===== src/rtl/svt_pkg.sv =====
`timescale 1ns / 1ps

package svt_pkg;

  localparam int CAPACITY_DEF    = 64;
  localparam int VALUE_WIDTH_DEF = 32;
  localparam int IDX_W           = 6;
  localparam int OP_W            = 2;
  localparam int ST_W            = 2;

  typedef enum logic [OP_W-1:0] {
    OP_INSERT = 2'd0,
    OP_REMOVE = 2'd1,
    OP_READ   = 2'd2
  } op_t;

  typedef enum logic [ST_W-1:0] {
    ST_DONE  = 2'd0,
    ST_FULL  = 2'd1,
    ST_RANGE = 2'd2
  } status_t;

  // per-cycle command broadcast to every cell
  typedef struct packed {
    logic ins_en;
    logic rem_en;
  } ctl_t;

endpackage


===== src/rtl/svt_cell.sv =====
`timescale 1ns / 1ps

module svt_cell #(
  parameter int VALUE_WIDTH = svt_pkg::VALUE_WIDTH_DEF,
  parameter int CNT_W       = 7,
  parameter int CMP_W       = 7,
  parameter int POS         = 0
) (
  input  logic                          clk,
  input  svt_pkg::ctl_t                 ctl,
  input  logic        [CNT_W-1:0]       count,
  input  logic        [CMP_W-1:0]       idx,
  input  logic signed [VALUE_WIDTH-1:0] add_value,
  input  logic                          m_left,
  input  logic signed [VALUE_WIDTH-1:0] e_left,
  input  logic signed [VALUE_WIDTH-1:0] e_right,
  output logic                          m_out,
  output logic signed [VALUE_WIDTH-1:0] e_out,
  output logic        [VALUE_WIDTH-1:0] rd_out
);

  localparam logic [CNT_W-1:0] POS_CNT = CNT_W'(POS);
  localparam logic [CMP_W-1:0] POS_IDX = CMP_W'(POS);

  logic signed [VALUE_WIDTH-1:0] e_r;
  logic signed [VALUE_WIDTH-1:0] e_nxt;

  // set from the insert point onwards; unused cells count as larger
  assign m_out = (POS_CNT >= count) || (e_r > add_value);
  assign e_out = e_r;
  assign rd_out = (idx == POS_IDX) ? e_r : '0;

  always_comb begin
    e_nxt = e_r;
    if (ctl.ins_en && m_out) begin
      e_nxt = m_left ? e_left : add_value;
    end else if (ctl.rem_en && (POS_IDX >= idx)) begin
      e_nxt = e_right;
    end
  end

  always_ff @(posedge clk) begin
    e_r <= e_nxt;
  end

endmodule


===== config.mk =====
export PLATFORM = sky130hd
export DESIGN_NAME = svt_cell
export DESIGN_NICKNAME = d
export VERILOG_FILES = /design/src/rtl/svt_pkg.sv /design/src/rtl/svt_cell.sv
export SDC_FILE = /design/constraint.sdc
export NUM_CORES = 1
export LEC_CHECK = 0
export ABC_CLOCK_PERIOD_IN_PS = 5700
export CAP_MARGIN = 20
export CORE_MARGIN = 3
export CORE_UTILIZATION = 39
export DETAILED_ROUTE_END_ITERATION = 8
export DONT_BUFFER_PORTS = 1
export PLACE_DENSITY = 0.56
export SYNTH_ARGS = -nofsm -noshare
export SYNTH_HDL_FRONTEND = slang
export SYNTH_SLANG_ARGS = --single-unit

===== constraint.sdc =====
create_clock -name clk -period 5.7 [get_ports clk]
set_input_delay 0.57 -clock clk [delete_from_list [all_inputs] [get_ports clk]]
set_output_delay 0.57 -clock clk [all_outputs]
set_load 0.03 [all_outputs]

# Word-level counts from Yosys, hierarchy flattened

Cells that the tools add are included.

Flip-flop bits (word level): 32
Bits of input ports: 114
Logic and storage cells: 13
Output and inout port bits: 65

Order comparisons: 3
Multiplexer cells: 4
Reductions and logical operators: 5

Operators with widths:

| operator                                           | count |
|---|---|
| 2-to-1 mux 32 bit                                  | 4 |
| greater-than comparator 32 bit                     | 1 |
| >= comparator 1 x 7 -> 1 bit, first input constant | 2 |
| zero test 7 bit                                    | 1 |
| logical AND 1 bit                                  | 2 |
| nonzero test 2 bit                                 | 1 |
| logical OR 1 bit                                   | 1 |

# Logic depth before layout (Yosys ltp)

Gate-level depths: netlist of the first run.

Depth in word-level cells: 4
Mapped depth: 10

# Worst setup path after synthesis of the first run

No wires, ideal clock.

Path type: input port to flip-flop
Start: input port add_value[31]
End: register e_r[0] (netlist: e_out[0]) (enable)
Slack: 2227 ps
Path buffers: 1
Stages: 9
Data arrival time: 3080 ps
Setup time: 394 ps
Required time: 5306 ps
Cells stage by stage: inv_1 > ha_1 > nand4_1 > or4_4 > o311a_1 > a32oi_2 > o311ai_2 > buf_6 > a21o_1

Longest elaborated chain between the ends: 4

Ends and longest elaborated chain:

| what                                | RTL line       | RTL |
|---|---|---|
| start, declared                     | svt_cell.sv:13 | `input logic signed [VALUE_WIDTH-1:0] add_value,` |
| greater-than comparator 32 bit      | svt_cell.sv:29 | `assign m_out = (POS_CNT >= count) \|\| (e_r > add_value);` |
| logical OR 1 bit                    | svt_cell.sv:29 |  |
| logical AND 1 bit                   | svt_cell.sv:35 | `if (ctl.ins_en && m_out) begin` |
| nonzero test 2 bit (no source line) | --             |  |
| end signal, assigned                | svt_cell.sv:43 | `e_r <= e_nxt;` |
| end, declared                       | svt_cell.sv:25 | `logic signed [VALUE_WIDTH-1:0] e_r;` |

Every way passes these cells.
A chain may end at the register's enable or synchronous reset.

# Worst setup path after layout of the first run

Start: register e_r[31] (netlist: e_out[31])
End: register e_r[25] (netlist: e_out[25]) (enable)

Longest elaborated chain between the ends: 4

Ends and longest elaborated chain:

| what                                | RTL line |
|---|---|
| greater-than comparator 32 bit      | svt_cell.sv:29 |
| logical OR 1 bit                    | svt_cell.sv:29 |
| logical AND 1 bit                   | svt_cell.sv:35 |
| nonzero test 2 bit (no source line) | -- |

Every way passes these cells.

==> results of run 1 <==
==> how the worst max path moves through the flow <==
| stage | end | cells past startpoint | startpoint | slack [ns] |
|---|---|---|---|---|
| global placement | e_out[24]$_DFFE_PP_ | 8 | e_out[31]$_DFFE_PP_ | 2.15 |
| finish | e_out[25]$_DFFE_PP_ | 8 | e_out[31]$_DFFE_PP_ | 2.14 |
| floorplan | e_out[0]$_DFFE_PP_ | 9 | add_value[31] | 2.23 |
| global route | e_out[25]$_DFFE_PP_ | 8 | e_out[31]$_DFFE_PP_ | 1.85 |
| detailed placement | e_out[27]$_DFFE_PP_ | 8 | e_out[31]$_DFFE_PP_ | 2.07 |
| CTS | e_out[24]$_DFFE_PP_ | 8 | e_out[31]$_DFFE_PP_ | 2.04 |
==> routing by layer <==
layer	up-vias	wire, µm	global-route usage	share of wire
met5	-	13	0	0.0018
met4	2	67	0.0408	0.0091
met3	7	542	0.0459	0.074
met2	113	3610	0.295	0.49
met1	985	3120	0.211	0.42
li1	1059	-	-	-
==> power groups by stage <==
stage | clock (mW) | combinational (mW) | sequential, mW
floorplan | 0 | 0.225 | 0.418
global placement | 0 | 0.263 | 0.431
detailed placement | 0 | 0.268 | 0.432
CTS | 0.174 | 0.269 | 0.427
global route | 0.186 | 0.297 | 0.430
finish | 0.167 | 0.262 | 0.426
==> layout by cell type, fill, tap and decap left out, types with 2 or more instances in the layout <==
cell,Yosys,final
sky130_fd_sc_hd__clkinv_2,0,2
sky130_fd_sc_hd__mux2_2,4,4
sky130_fd_sc_hd__nand3_1,3,3
sky130_fd_sc_hd__mux2_4,29,29
sky130_fd_sc_hd__buf_4,0,3
sky130_fd_sc_hd__and2_1,32,32
sky130_fd_sc_hd__a21oi_1,16,16
sky130_fd_sc_hd__o21ai_0,36,36
sky130_fd_sc_hd__nor3_1,4,4
sky130_fd_sc_hd__inv_1,35,35
sky130_fd_sc_hd__nand2_1,41,41
sky130_fd_sc_hd__nand4_1,8,8
sky130_fd_sc_hd__edfxtp_1,32,32
sky130_fd_sc_hd__ha_1,32,32
sky130_fd_sc_hd__o211ai_1,2,2
sky130_fd_sc_hd__clkbuf_8,0,5
==> area by class of cell <==
type	count	area, µm²
antenna	1	2.50
clock buffer	5	68.8
clock inverter	3	13.8
fill	692	3920
inverter	35	131
multi-input combinational	221	1750
sequential	32	961
tap	96	120
timing repair buffer	3	22.5
==> cells in the mapped netlist <==
cell type,number,share of area
sky130_fd_sc_hd__o32a_2,1,0.0039
sky130_fd_sc_hd__a2111o_1,1,0.0039
sky130_fd_sc_hd__o311ai_2,1,0.0056
sky130_fd_sc_hd__and2_1,32,0.069
sky130_fd_sc_hd__edfxtp_1,32,0.33
sky130_fd_sc_hd__or4_4,1,0.0039
sky130_fd_sc_hd__or3_1,1,0.0022
sky130_fd_sc_hd__inv_1,35,0.045
sky130_fd_sc_hd__nand2_1,41,0.053
sky130_fd_sc_hd__a21o_1,1,0.0026
sky130_fd_sc_hd__clkbuf_1,10,0.013
sky130_fd_sc_hd__a21bo_2,1,0.0035
sky130_fd_sc_hd__a21oi_1,16,0.028
sky130_fd_sc_hd__or4_1,1,0.0026
sky130_fd_sc_hd__o211ai_1,2,0.0052
sky130_fd_sc_hd__ha_1,32,0.14
sky130_fd_sc_hd__mux2_2,4,0.016
sky130_fd_sc_hd__nor2b_1,1,0.0022
sky130_fd_sc_hd__a32oi_2,1,0.0056
sky130_fd_sc_hd__nand4_1,8,0.017
sky130_fd_sc_hd__a221oi_1,1,0.0030
sky130_fd_sc_hd__nor3_1,4,0.0069
sky130_fd_sc_hd__o311a_1,1,0.0035
sky130_fd_sc_hd__nand3_1,3,0.0052
sky130_fd_sc_hd__nor4_1,2,0.0043
sky130_fd_sc_hd__buf_6,3,0.012
sky130_fd_sc_hd__mux2_4,29,0.15
sky130_fd_sc_hd__o21ai_0,36,0.062
==> metrics by stage <==
step           power [mW]  utilization  worst slack, ns  instance area [µm²]  hold slack [ns]
3_5_place_dp        0.700        0.427             2.07                 2980            0.790
4_1_cts             0.870        0.439             2.04                 3060            0.487
6_report            0.855        0.439             2.14                 3070            0.497
3_3_place_gp        0.694        0.427             2.15                 2980            0.789
5_1_grt             0.913        0.439             1.85                 3060            0.481
2_1_floorplan       0.643            -             2.23                 2890            0.788
==> kinds of logic (layout without fill, tap and decap cells) <==
group	after synthesis	after routing	share of synthesized area
fa+ha+maj	32	32	0.138
simple gates	94	94	0.167
mux	33	33	0.166
compound gates	62	62	0.127
other cells	0	1	0
buf+inv	48	46	0.0700
flops	32	32	0.332
==> critical path, delay by kind of cell, from the launching register on <==
kind            cells  cell delay [ns]
buf+inv             1             0.37
flops               1             0.55
simple gates        3             0.95
compound gates      3             0.87
fa+ha+maj           1             0.49
==> reports/summary.txt, run 1 <==
Fin. Hold Viols - 0
startpoint of the worst-slack reg-to-reg timing path - e_out[31]$_DFFE_PP_
ordered cell list for the critical path - ha_1 -> nand4_1 -> or4_4 -> nor3_1 -> o21ai_0 -> o311ai_4 -> a21o_1 -> buf_4
relative contribution of sequential cells to total power - 0.498
clock sink count - 32
Die Area - 8490 µm²
sequential area share after synthesis - 0.332
P per Cell Area - 279 nW/µm²
via count of the first global-routing pass - 2,183
FF+latch count, synth - 32
status - finished, final reports clean
Period Utilization, post-route - 0.624
Routability Congestion - 0.766
Crit Path Max Fanout - 17
Pre-Repair DR Iteration Count - 4
Worst Setup End Kind - register
area of the core - 6980 µm²
ratio of routed vias to standard cells - 5.47
x dimension of the die - 92.1 µm
capture endpoint of the worst hold path - e_out[19]$_DFFE_PP_
starting utilization of the core area - 0.415
per-instance average area after synthesis - 9.61 µm²
count of pins over their slew limit - 0
Via Count - 2,166
number of cells in the finished layout apart from fillers - 396
Post-Route WL - 7350 µm
unrepaired setup endpoints after global routing - no
total gr overflow - 0
clock transition time at the flip-flop clock pins of the worst setup and hold paths - 0.07 ns
number of flip-flops under the largest register name - 32
Netlist Area Pre-Place - 2890 µm²
area overhead of the layout relative to synthesis - 5.97%
Worst IR Drop VDD - 0.0858 mV
total global routing track utilization - 0.171
clock network latency to the later pin of the worst-skew pair - 0.28 ns
max capacitance violation total - 0
count of hold buffers inserted by post-cts repair - 0
RR Endpoint - e_out[25]$_DFFE_PP_
data arrival time of the critical path - 3.53 ns
design internal power - 0.530 mW
unique cell type count in the Yosys netlist - 28
Inserted Clock Buffers - 5
number of buffers added on ports - 0
total number of nets in the final design - 444
pin count of the biggest net entering global routing - 64
number of setup violations in the final report - 0
Clock Skews - 0.00769 ns
reported net switching power - 0.325 mW
switching part of the total power - 0.380
post-cts sizing count - 0
number of buffers between clock root and the deepest sink - 2
standard-cell rows - 30
post-CTS setup repair buffer count - 0
HPWL after DPL - 5860 µm
portion of total power attributed to combinational logic - 0.307
wire per inst - 18.6 µm
number of cells in the design after placement - 387
worst-margin pin slew - 0.711 ns
maximum level of the CTS H-tree - 2
initial antenna violation count - 1
post-route DRC violation count - 0
static leakage power - 1.35 nW
timing-limited maximum frequency - 0.281 GHz
setup_tns - 0 ns
required time of the critical path - 5.67 ns
launch point of the worst hold path - e_right[19]
fraction of power consumed by the clock network - 0.195
min-delay worst type - input port to register
critical setup path kind - register to register
r2r worst-path depth - 8
Cells on Worst Hold Path - 1
TritonCTS clock tree - done
worst setup slack for register-to-register paths - 2.14 ns
tightest slew margin relative to the limit - 0.526
peak per-stage delay on the critical path - 0.58 ns
Post-Syn Nets - 447
CTS root buffer - sky130_fd_sc_hd__clkbuf_8
cell type of the slowest stage on the worst timing path - sky130_fd_sc_hd__or4_4
ratio of cells with drive above 1 in the final layout - 0.164
number of I/O pins - 179
number of synthesis warnings - 0
clock period minus final worst setup slack - 3.56 ns
post-detailed-route count of antenna-violating nets - 0
number of instances in the synthesized netlist - 301
CP Launch Type - register
detailed router's first-iteration violation count - 76
first-pass GRT wire length - 11,400 µm
Die Span Y - 92.1 µm
Power figures use the tool's default switching activity.
==> inputs of run 2 (changes only) <==
--- a/config.mk
+++ b/config.mk
@@ -5,7 +5,8 @@
 export SDC_FILE = /design/constraint.sdc
 export NUM_CORES = 1
 export LEC_CHECK = 0
-export ABC_CLOCK_PERIOD_IN_PS = 5700
+export ABC_AREA = 1
+export ABC_CLOCK_PERIOD_IN_PS = 3400
 export CAP_MARGIN = 20
 export CORE_MARGIN = 3
 export CORE_UTILIZATION = 39
==> constraint.sdc (replaced) <==
create_clock -name clk -period 3.4 [get_ports clk]
set_input_delay 0.34 -clock clk [delete_from_list [all_inputs] [get_ports clk]]
set_output_delay 0.34 -clock clk [all_outputs]
set_load 0.03 [all_outputs]
==> reports/summary.txt, run 2 <==
P per Cell Area - 486 nW/µm² (+74%)
pin count of the biggest net entering global routing - 64 (unchanged)
sequential area share after synthesis - 0.328 (-0.00439)
number of instances in the synthesized netlist - 429 (+43%)
worst setup slack for register-to-register paths - 0.51 ns (-1.63 ns)
top cell types by occurrence after synthesis - sky130_fd_sc_hd__nand2_1 (135), sky130_fd_sc_hd__inv_1 (73), sky130_fd_sc_hd__nor2_1 (39)
area share of the largest cell type after synthesis - 0.328 (-0.00439)
critical setup path kind - register to register
status - finished, final reports clean
clock transition time at the flip-flop clock pins of the worst setup and hold paths - 0.07 ns (about the same)
clock sink count - 32 (unchanged)
fillers - 748 (+8.1%)
count of pins over their slew limit - 0 (unchanged)
ratio of cells with drive above 1 in the final layout - 0.0379 (-0.126)
required time of the critical path - 3.36 ns (-2.31 ns)
most used cells in the layout excluding fill and tap cells - sky130_fd_sc_hd__nand2_1 (135), sky130_fd_sc_hd__inv_1 (73), sky130_fd_sc_hd__nor2_1 (39)
clock period minus final worst setup slack - 2.89 ns (-0.666 ns)
most common cell after layout, fill and taps aside - sky130_fd_sc_hd__nand2_1
core utilization of the finished layout - 0.434 (-0.00538)
fraction of synthesis flops using an asynchronous set or reset pin - 0 (unchanged)
Pre-Repair DR Iteration Count - 5 (+1)
HPWL after DPL - 6130 µm (+4.7%)
area leader, netlist - sky130_fd_sc_hd__edfxtp_1
Worst IR Drop VDD - 0.244 mV (+180%)
number of buffers added on ports - 0 (unchanged)
Die Area - 8600 µm² (+1.3%)
Clock Skews - 0.00484 ns (-0.00285 ns)
post-detailed-route count of antenna-violating nets - 0 (unchanged)
total number of nets in the final design - 567 (+28%)
wire per inst - 15.8 µm (-15%)
standard-cell rows - 30 (unchanged)
data arrival time of the critical path - 2.85 ns (-0.68 ns)
initial antenna violation count - 0 (-1)
CP Launch Type - register
Inserted Clock Buffers - 5 (unchanged)
Inserted Diodes - 0 (-1)
Via Count - 2,627 (+21%)
Routability Congestion - 0.777 (+1.4%)
number of I/O pins - 179 (unchanged)
area of the core - 7060 µm² (+1.1%)
FF+latch count, synth - 32 (unchanged)
Netlist Area Pre-Place - 2930 µm² (+1.3%)
total global routing track utilization - 0.184 (+0.0134)
Fin. Hold Viols - 0 (unchanged)
via count of the first global-routing pass - 2,504 (+15%)
number of flip-flops under the largest register name - 32 (unchanged)
min-delay worst type - input port to register
unique cell type count in the Yosys netlist - 21 (-25%)
maximum level of the CTS H-tree - 2 (unchanged)
number of flops mapped to enable cells by yosys - 32 (unchanged)
setup_tns - 0 ns (unchanged)
post-CTS setup repair buffer count - 0 (unchanged)
most common cell in the synthesized netlist - sky130_fd_sc_hd__nand2_1
count of hold buffers inserted by post-cts repair - 0 (unchanged)
Worst Setup End Kind - register
most frequently used flop master after synthesis - sky130_fd_sc_hd__edfxtp_1
area overhead of the layout relative to synthesis - 4.39%
clock network latency to the later pin of the worst-skew pair - 0.28 ns (about the same)
first-pass GRT wire length - 12,500 µm (+10%)
CTS root buffer - sky130_fd_sc_hd__clkbuf_8
static leakage power - 1.64 nW (+21%)
post-cts sizing count - 0 (unchanged)
max capacitance violation total - 0 (unchanged)
Die Span Y - 92.7 µm (+0.63%)
number of synthesis warnings - 0 (unchanged)
detailed router's first-iteration violation count - 147 (+93%)
total gr overflow - 0 (unchanged)
x dimension of the die - 92.7 µm (+0.63%)
number of buffers between clock root and the deepest sink - 2 (unchanged)
post-route DRC violation count - 0 (unchanged)
cell types with the largest area share after synthesis - sky130_fd_sc_hd__edfxtp_1 (33%), sky130_fd_sc_hd__nand2_1 (17%), sky130_fd_sc_hd__ha_1 (14%)
Post-Route WL - 8180 µm (+11%)
Post-Syn Nets - 575 (+29%)
starting utilization of the core area - 0.416 (+0.00109)
Crit Path Max Fanout - 33 (+16)
tightest slew margin relative to the limit - 0.619 (+0.0932)
worst-margin pin slew - 0.569 ns (-0.142 ns)
post-route total power - 1.49 mW (+74%)
number of setup violations in the final report - 0 (unchanged)
per-instance average area after synthesis - 6.84 µm² (-29%)
timing-limited maximum frequency - 0.346 GHz (+23%)
unrepaired setup endpoints after global routing - no
ratio of routed vias to standard cells - 5.07 (-7.3%)
TritonCTS clock tree - done
Period Utilization, post-route - 0.850 (+0.226)
==> run 2: cell count changes in the layout (fill, tap and decap cells not counted), sizes merged, moves of 6 or more <==
cell	previous run	this run
nand4	8	2
nand3	3	37
nor2	0	40
and2	32	0
nand2	41	137
inv	35	73
mux2	33	1
==> run 2: final timing paths <==
path	startpoint	to	cells after the start
worst max-delay path	e_out[31]$_DFFE_PP_	e_out[22]$_DFFE_PP_	13
worst min-delay path	e_right[18]	e_out[18]$_DFFE_PP_	2
worst max register to register	e_out[31]$_DFFE_PP_	e_out[22]$_DFFE_PP_	13
worst min register to register	e_out[31]$_DFFE_PP_	e_out[14]$_DFFE_PP_	8
==> run 2: per-layer routing <==
layer	vias to the layer above	global-route usage	routed length (µm)
li1	1346	-	-
met1	1159	0.248	3710
met2	120	0.305	3840
met3	2	0.0422	598
met4	0	0.0342	29
met5	-	0	0
==> run 2: where the power goes <==
part	internal, mW	switching (mW)	total, mW
clock network	0.143	0.141	0.284
registers	0.545	0.189	0.734
logic	0.159	0.313	0.472
==> run 2: area by class of cell <==
cell class / instances / area (µm²) / share of cell area
Clock inverter: 1 / 3.75 / 0.00123
Tap cell: 96 / 120 / 0.0392
Inverter: 73 / 274 / 0.0895
Clock buffer: 7 / 76.3 / 0.0249
Sequential cell: 32 / 961 / 0.314
Multi-Input combinational cell: 304 / 1590 / 0.519
Timing Repair Buffer: 5 / 37.5 / 0.0123
==> run 2: per-stage QoR <==
stage	cell area, µm²	instances	worst slack, ns	hold WS [ns]
after CTS	3060	518	0.421	0.226
after global routing	3060	518	0.218	0.238
after floorplan	2930	429	0.373	0.519
final	3060	518	0.510	0.239
after detailed placement	2980	510	0.431	0.524
after global placement	2980	510	0.475	0.521
==> run 2: worst max-delay path, cell delays in order (launching register included) <==
cell and delay, ns:
sky130_fd_sc_hd__edfxtp_1 0.36, sky130_fd_sc_hd__buf_4 0.19, sky130_fd_sc_hd__ha_1 0.36, sky130_fd_sc_hd__nand2_1 0.10
sky130_fd_sc_hd__nor2_2 0.12, sky130_fd_sc_hd__nand2_1 0.11, sky130_fd_sc_hd__nor3b_2 0.24, sky130_fd_sc_hd__nand2_1 0.09
sky130_fd_sc_hd__nand3_1 0.08, sky130_fd_sc_hd__nand3_2 0.10, sky130_fd_sc_hd__nand2_4 0.08, sky130_fd_sc_hd__nand2_4 0.23
sky130_fd_sc_hd__nand2_1 0.17, sky130_fd_sc_hd__buf_4 0.31
==> run 2: kinds of logic (layout without fill, tap and decap cells) <==
| group | Yosys count | after routing | share of synthesized area |
|---|---|---|---|
| AOI/OAI and AO/OA | 50 | 50 | 0.0879 |
| and+or+nand+nor | 221 | 221 | 0.314 |
| adders and majority gates | 32 | 32 | 0.137 |
| DFF | 32 | 32 | 0.328 |
| muxes | 1 | 1 | 0.00384 |
| buffers and inverters | 93 | 86 | 0.131 |
==> inputs of run 3 (changes only) <==
--- a/config.mk
+++ b/config.mk
@@ -8,6 +8,7 @@
 export ABC_AREA = 1
 export ABC_CLOCK_PERIOD_IN_PS = 3400
 export CAP_MARGIN = 20
+export CORE_ASPECT_RATIO = 1.75
 export CORE_MARGIN = 3
 export CORE_UTILIZATION = 39
 export DETAILED_ROUTE_END_ITERATION = 8
==> reports/summary.txt, run 3 (synthesized netlist as in run 2, its figures left out) <==
tightest slew margin relative to the limit - 0.620 (+0.00106)
timing-limited maximum frequency - 0.351 GHz (+1.4%)
number of I/O pins - 179 (unchanged)
post-CTS setup repair buffer count - 0 (unchanged)
data arrival time of the critical path - 2.51 ns (-0.34 ns)
placed instance area - 2990 µm² (+0.34%)
clock network latency to the later pin of the worst-skew pair - 0.27 ns (about the same)
Die Area - 8640 µm² (+0.47%)
startpoint of the most critical setup path - e_out[31]$_DFFE_PP_
post-route DRC violation count - 0 (unchanged)
Clock Skews - 0.00609 ns (+0.00125 ns)
setup_tns - 0 ns (unchanged)
initial antenna violation count - 0 (unchanged)
Pre-Repair DR Iteration Count - 5 (unchanged)
first-pass GRT wire length - 12,300 µm (-1.8%)
fillers - 787 (+5.2%)
Die Span Y - 121 µm (+30%)
HPWL after DPL - 6190 µm (+0.84%)
wire per inst - 15.6 µm (-1.3%)
number of buffers added on ports - 0 (unchanged)
area of the core - 7280 µm² (+3.2%)
ordered cell list for the critical path - ha_1 -> nand2_1 -> nor2_2 -> nand2_1 -> nor3b_2 -> nand2_1 -> nand3_1 -> nand3_2 -> nand2_4 -> buf_4
switching part of the total power - 0.398 (-0.0339)
max capacitance violation total - 0 (unchanged)
Worst IR Drop VDD - 0.277 mV (+13%)
ratio of cells with drive above 1 in the final layout - 0.0447 (+0.00679)
post-route total power - 1.62 mW (+8.7%)
required time of the critical path - 3.06 ns (-0.30 ns)
post-cts sizing count - 0 (unchanged)
static leakage power - 1.68 nW (+2.5%)
design internal power - 0.975 mW (+15%)
CTS root buffer - sky130_fd_sc_hd__clkbuf_16
peak per-stage delay on the critical path - 0.55 ns (+0.19 ns)
worst setup slack for register-to-register paths - 0.64 ns (+0.13 ns)
relative contribution of sequential cells to total power - 0.458 (-0.035)
Fin. Hold Viols - 0 (unchanged)
most common cell after layout, fill and taps aside - sky130_fd_sc_hd__nand2_1
starting utilization of the core area - 0.403 (-0.0130)
number of cells in the finished layout apart from fillers - 511 (-1.4%)
CP Launch Type - register
area overhead of the layout relative to synthesis - 6.66%
standard-cell rows - 41 (+37%)
total number of nets in the final design - 570 (+0.53%)
post-layout worst setup margin - 0.551 ns (+0.0407 ns)
highest routed layer - met4
launch point of the worst hold path - e_right[11]
Worst Setup End Kind - output pin
ratio of routed vias to standard cells - 5.14 (+1.4%)
maximum level of the CTS H-tree - 2 (unchanged)
fraction of power consumed by the clock network - 0.256 (+0.066)
clock transition time at the flip-flop clock pins of the worst setup and hold paths - 0.05 ns (-0.02 ns)
Crit Path Max Fanout - 33 (unchanged)
routed wl met3 - 521 µm (-13%)
worst setup path end - m_out
detailed router's first-iteration violation count - 78 (-47%)
clock period minus final worst setup slack - 2.85 ns (-0.0407 ns)
TritonCTS clock tree - done
Period Utilization, post-route - 0.838 (-0.0120)
clock sink count - 32 (unchanged)
number of cells in the design after placement - 503 (-1.4%)
Post-Route WL - 7960 µm (-2.7%)
x dimension of the die - 71.6 µm (-23%)
post-detailed-route count of antenna-violating nets - 0 (unchanged)
number of buffers between clock root and the deepest sink - 2 (unchanged)
total gr overflow - 0 (unchanged)
cell type of the slowest stage on the worst timing path - sky130_fd_sc_hd__edfxtp_1
Via Count - 2,627 (unchanged)
worst-margin pin slew - 0.568 ns (-0.00159 ns)
register area - 961 µm² (unchanged)
status - finished, final reports clean
RR Endpoint - e_out[5]$_DFFE_PP_
number of setup violations in the final report - 0 (unchanged)
cell type with the highest occurrence count on the critical path - sky130_fd_sc_hd__nand2_1
startpoint of the worst-slack reg-to-reg timing path - e_out[31]$_DFFE_PP_
multi-input combinational cell area - 1590 µm² (unchanged)
r2r worst-path depth - 12 (-1)
unrepaired setup endpoints after global routing - no
wire length on met2 - 4500 µm (+17%)
Inserted Diodes - 0 (unchanged)
via count of the first global-routing pass - 2,589 (+3.4%)
count of hold buffers inserted by post-cts repair - 0 (unchanged)
final instance area - 3130 µm² (+2.2%)
reported net switching power - 0.645 mW (+0.19%)
met1 WL - 2890 µm (-22%)
count of pins over their slew limit - 0 (unchanged)
Cells on Worst Hold Path - 2 (unchanged)
most used cells in the layout excluding fill and tap cells - sky130_fd_sc_hd__nand2_1 (135), sky130_fd_sc_hd__inv_1 (73), sky130_fd_sc_hd__nor2_1 (39)
Worst Setup Slack post-DPL - 0.616 ns (+0.184 ns)
number of flip-flops under the largest register name - 32 (unchanged)
portion of total power attributed to combinational logic - 0.286 (-0.031)
critical setup path kind - register to output pin
min-delay worst type - input port to register
pin count of the biggest net entering global routing - 64 (unchanged)
Inserted Clock Buffers - 5 (unchanged)
total global routing track utilization - 0.182 (-0.00233)
P per Cell Area - 518 nW/µm² (+6.4%)
Routability Congestion - 0.737 (-5.1%)
[run 3: worst min-delay path by stage]
stage	end	slack, ns
after CTS	e_out[11]$_DFFE_PP_	0.24
after global placement	e_out[20]$_DFFE_PP_	0.52
after floorplan	e_out[0]$_DFFE_PP_	0.52
final	e_out[11]$_DFFE_PP_	0.25
after global routing	e_out[4]$_DFFE_PP_	0.25
after detailed placement	e_out[11]$_DFFE_PP_	0.52
[run 3: worst max-delay path, delay by kind of cell (launching register included)]
family                   cells  cell delay (ns)
buffers and inverters        1             0.40
AND/OR/NAND/NOR              8             0.88
adder cells (fa/ha/maj)      1             0.41
flip-flops                   1             0.55
[run 3: power groups by stage]
| stage | Clock, mW | Sequential (mW) | Combinational, mW |
|---|---|---|---|
| detailed placement | 0 | 0.751 | 0.474 |
| global route | 0.447 | 0.750 | 0.549 |
| finish | 0.415 | 0.741 | 0.463 |
| global placement | 0 | 0.750 | 0.468 |
| CTS | 0.428 | 0.744 | 0.478 |
| floorplan | 0 | 0.729 | 0.396 |
[run 3: metrics by stage]
stage | hold slack [ns] | utilization
2_1_floorplan | 0.519 | -
5_1_grt | 0.246 | 0.429
3_5_place_dp | 0.524 | 0.411
4_1_cts | 0.241 | 0.429
3_3_place_gp | 0.525 | 0.411
6_report | 0.250 | 0.429
[run 3: metal layers]
metal	track usage	vias up
met1	0.194	1169
met3	0.0341	2
met4	0.0459	0
met5	0	-
li1	-	1346
met2	0.354	110
[run 3: final cells by class]
cell class / count / area share
well taps: 86 / 0.0344
clock inverters: 1 / 0.00120
multi-input cells: 304 / 0.508
inverters: 73 / 0.0876
flip-flops and latches: 32 / 0.307
clock buffers: 7 / 0.0424
repair buffers: 8 / 0.0192
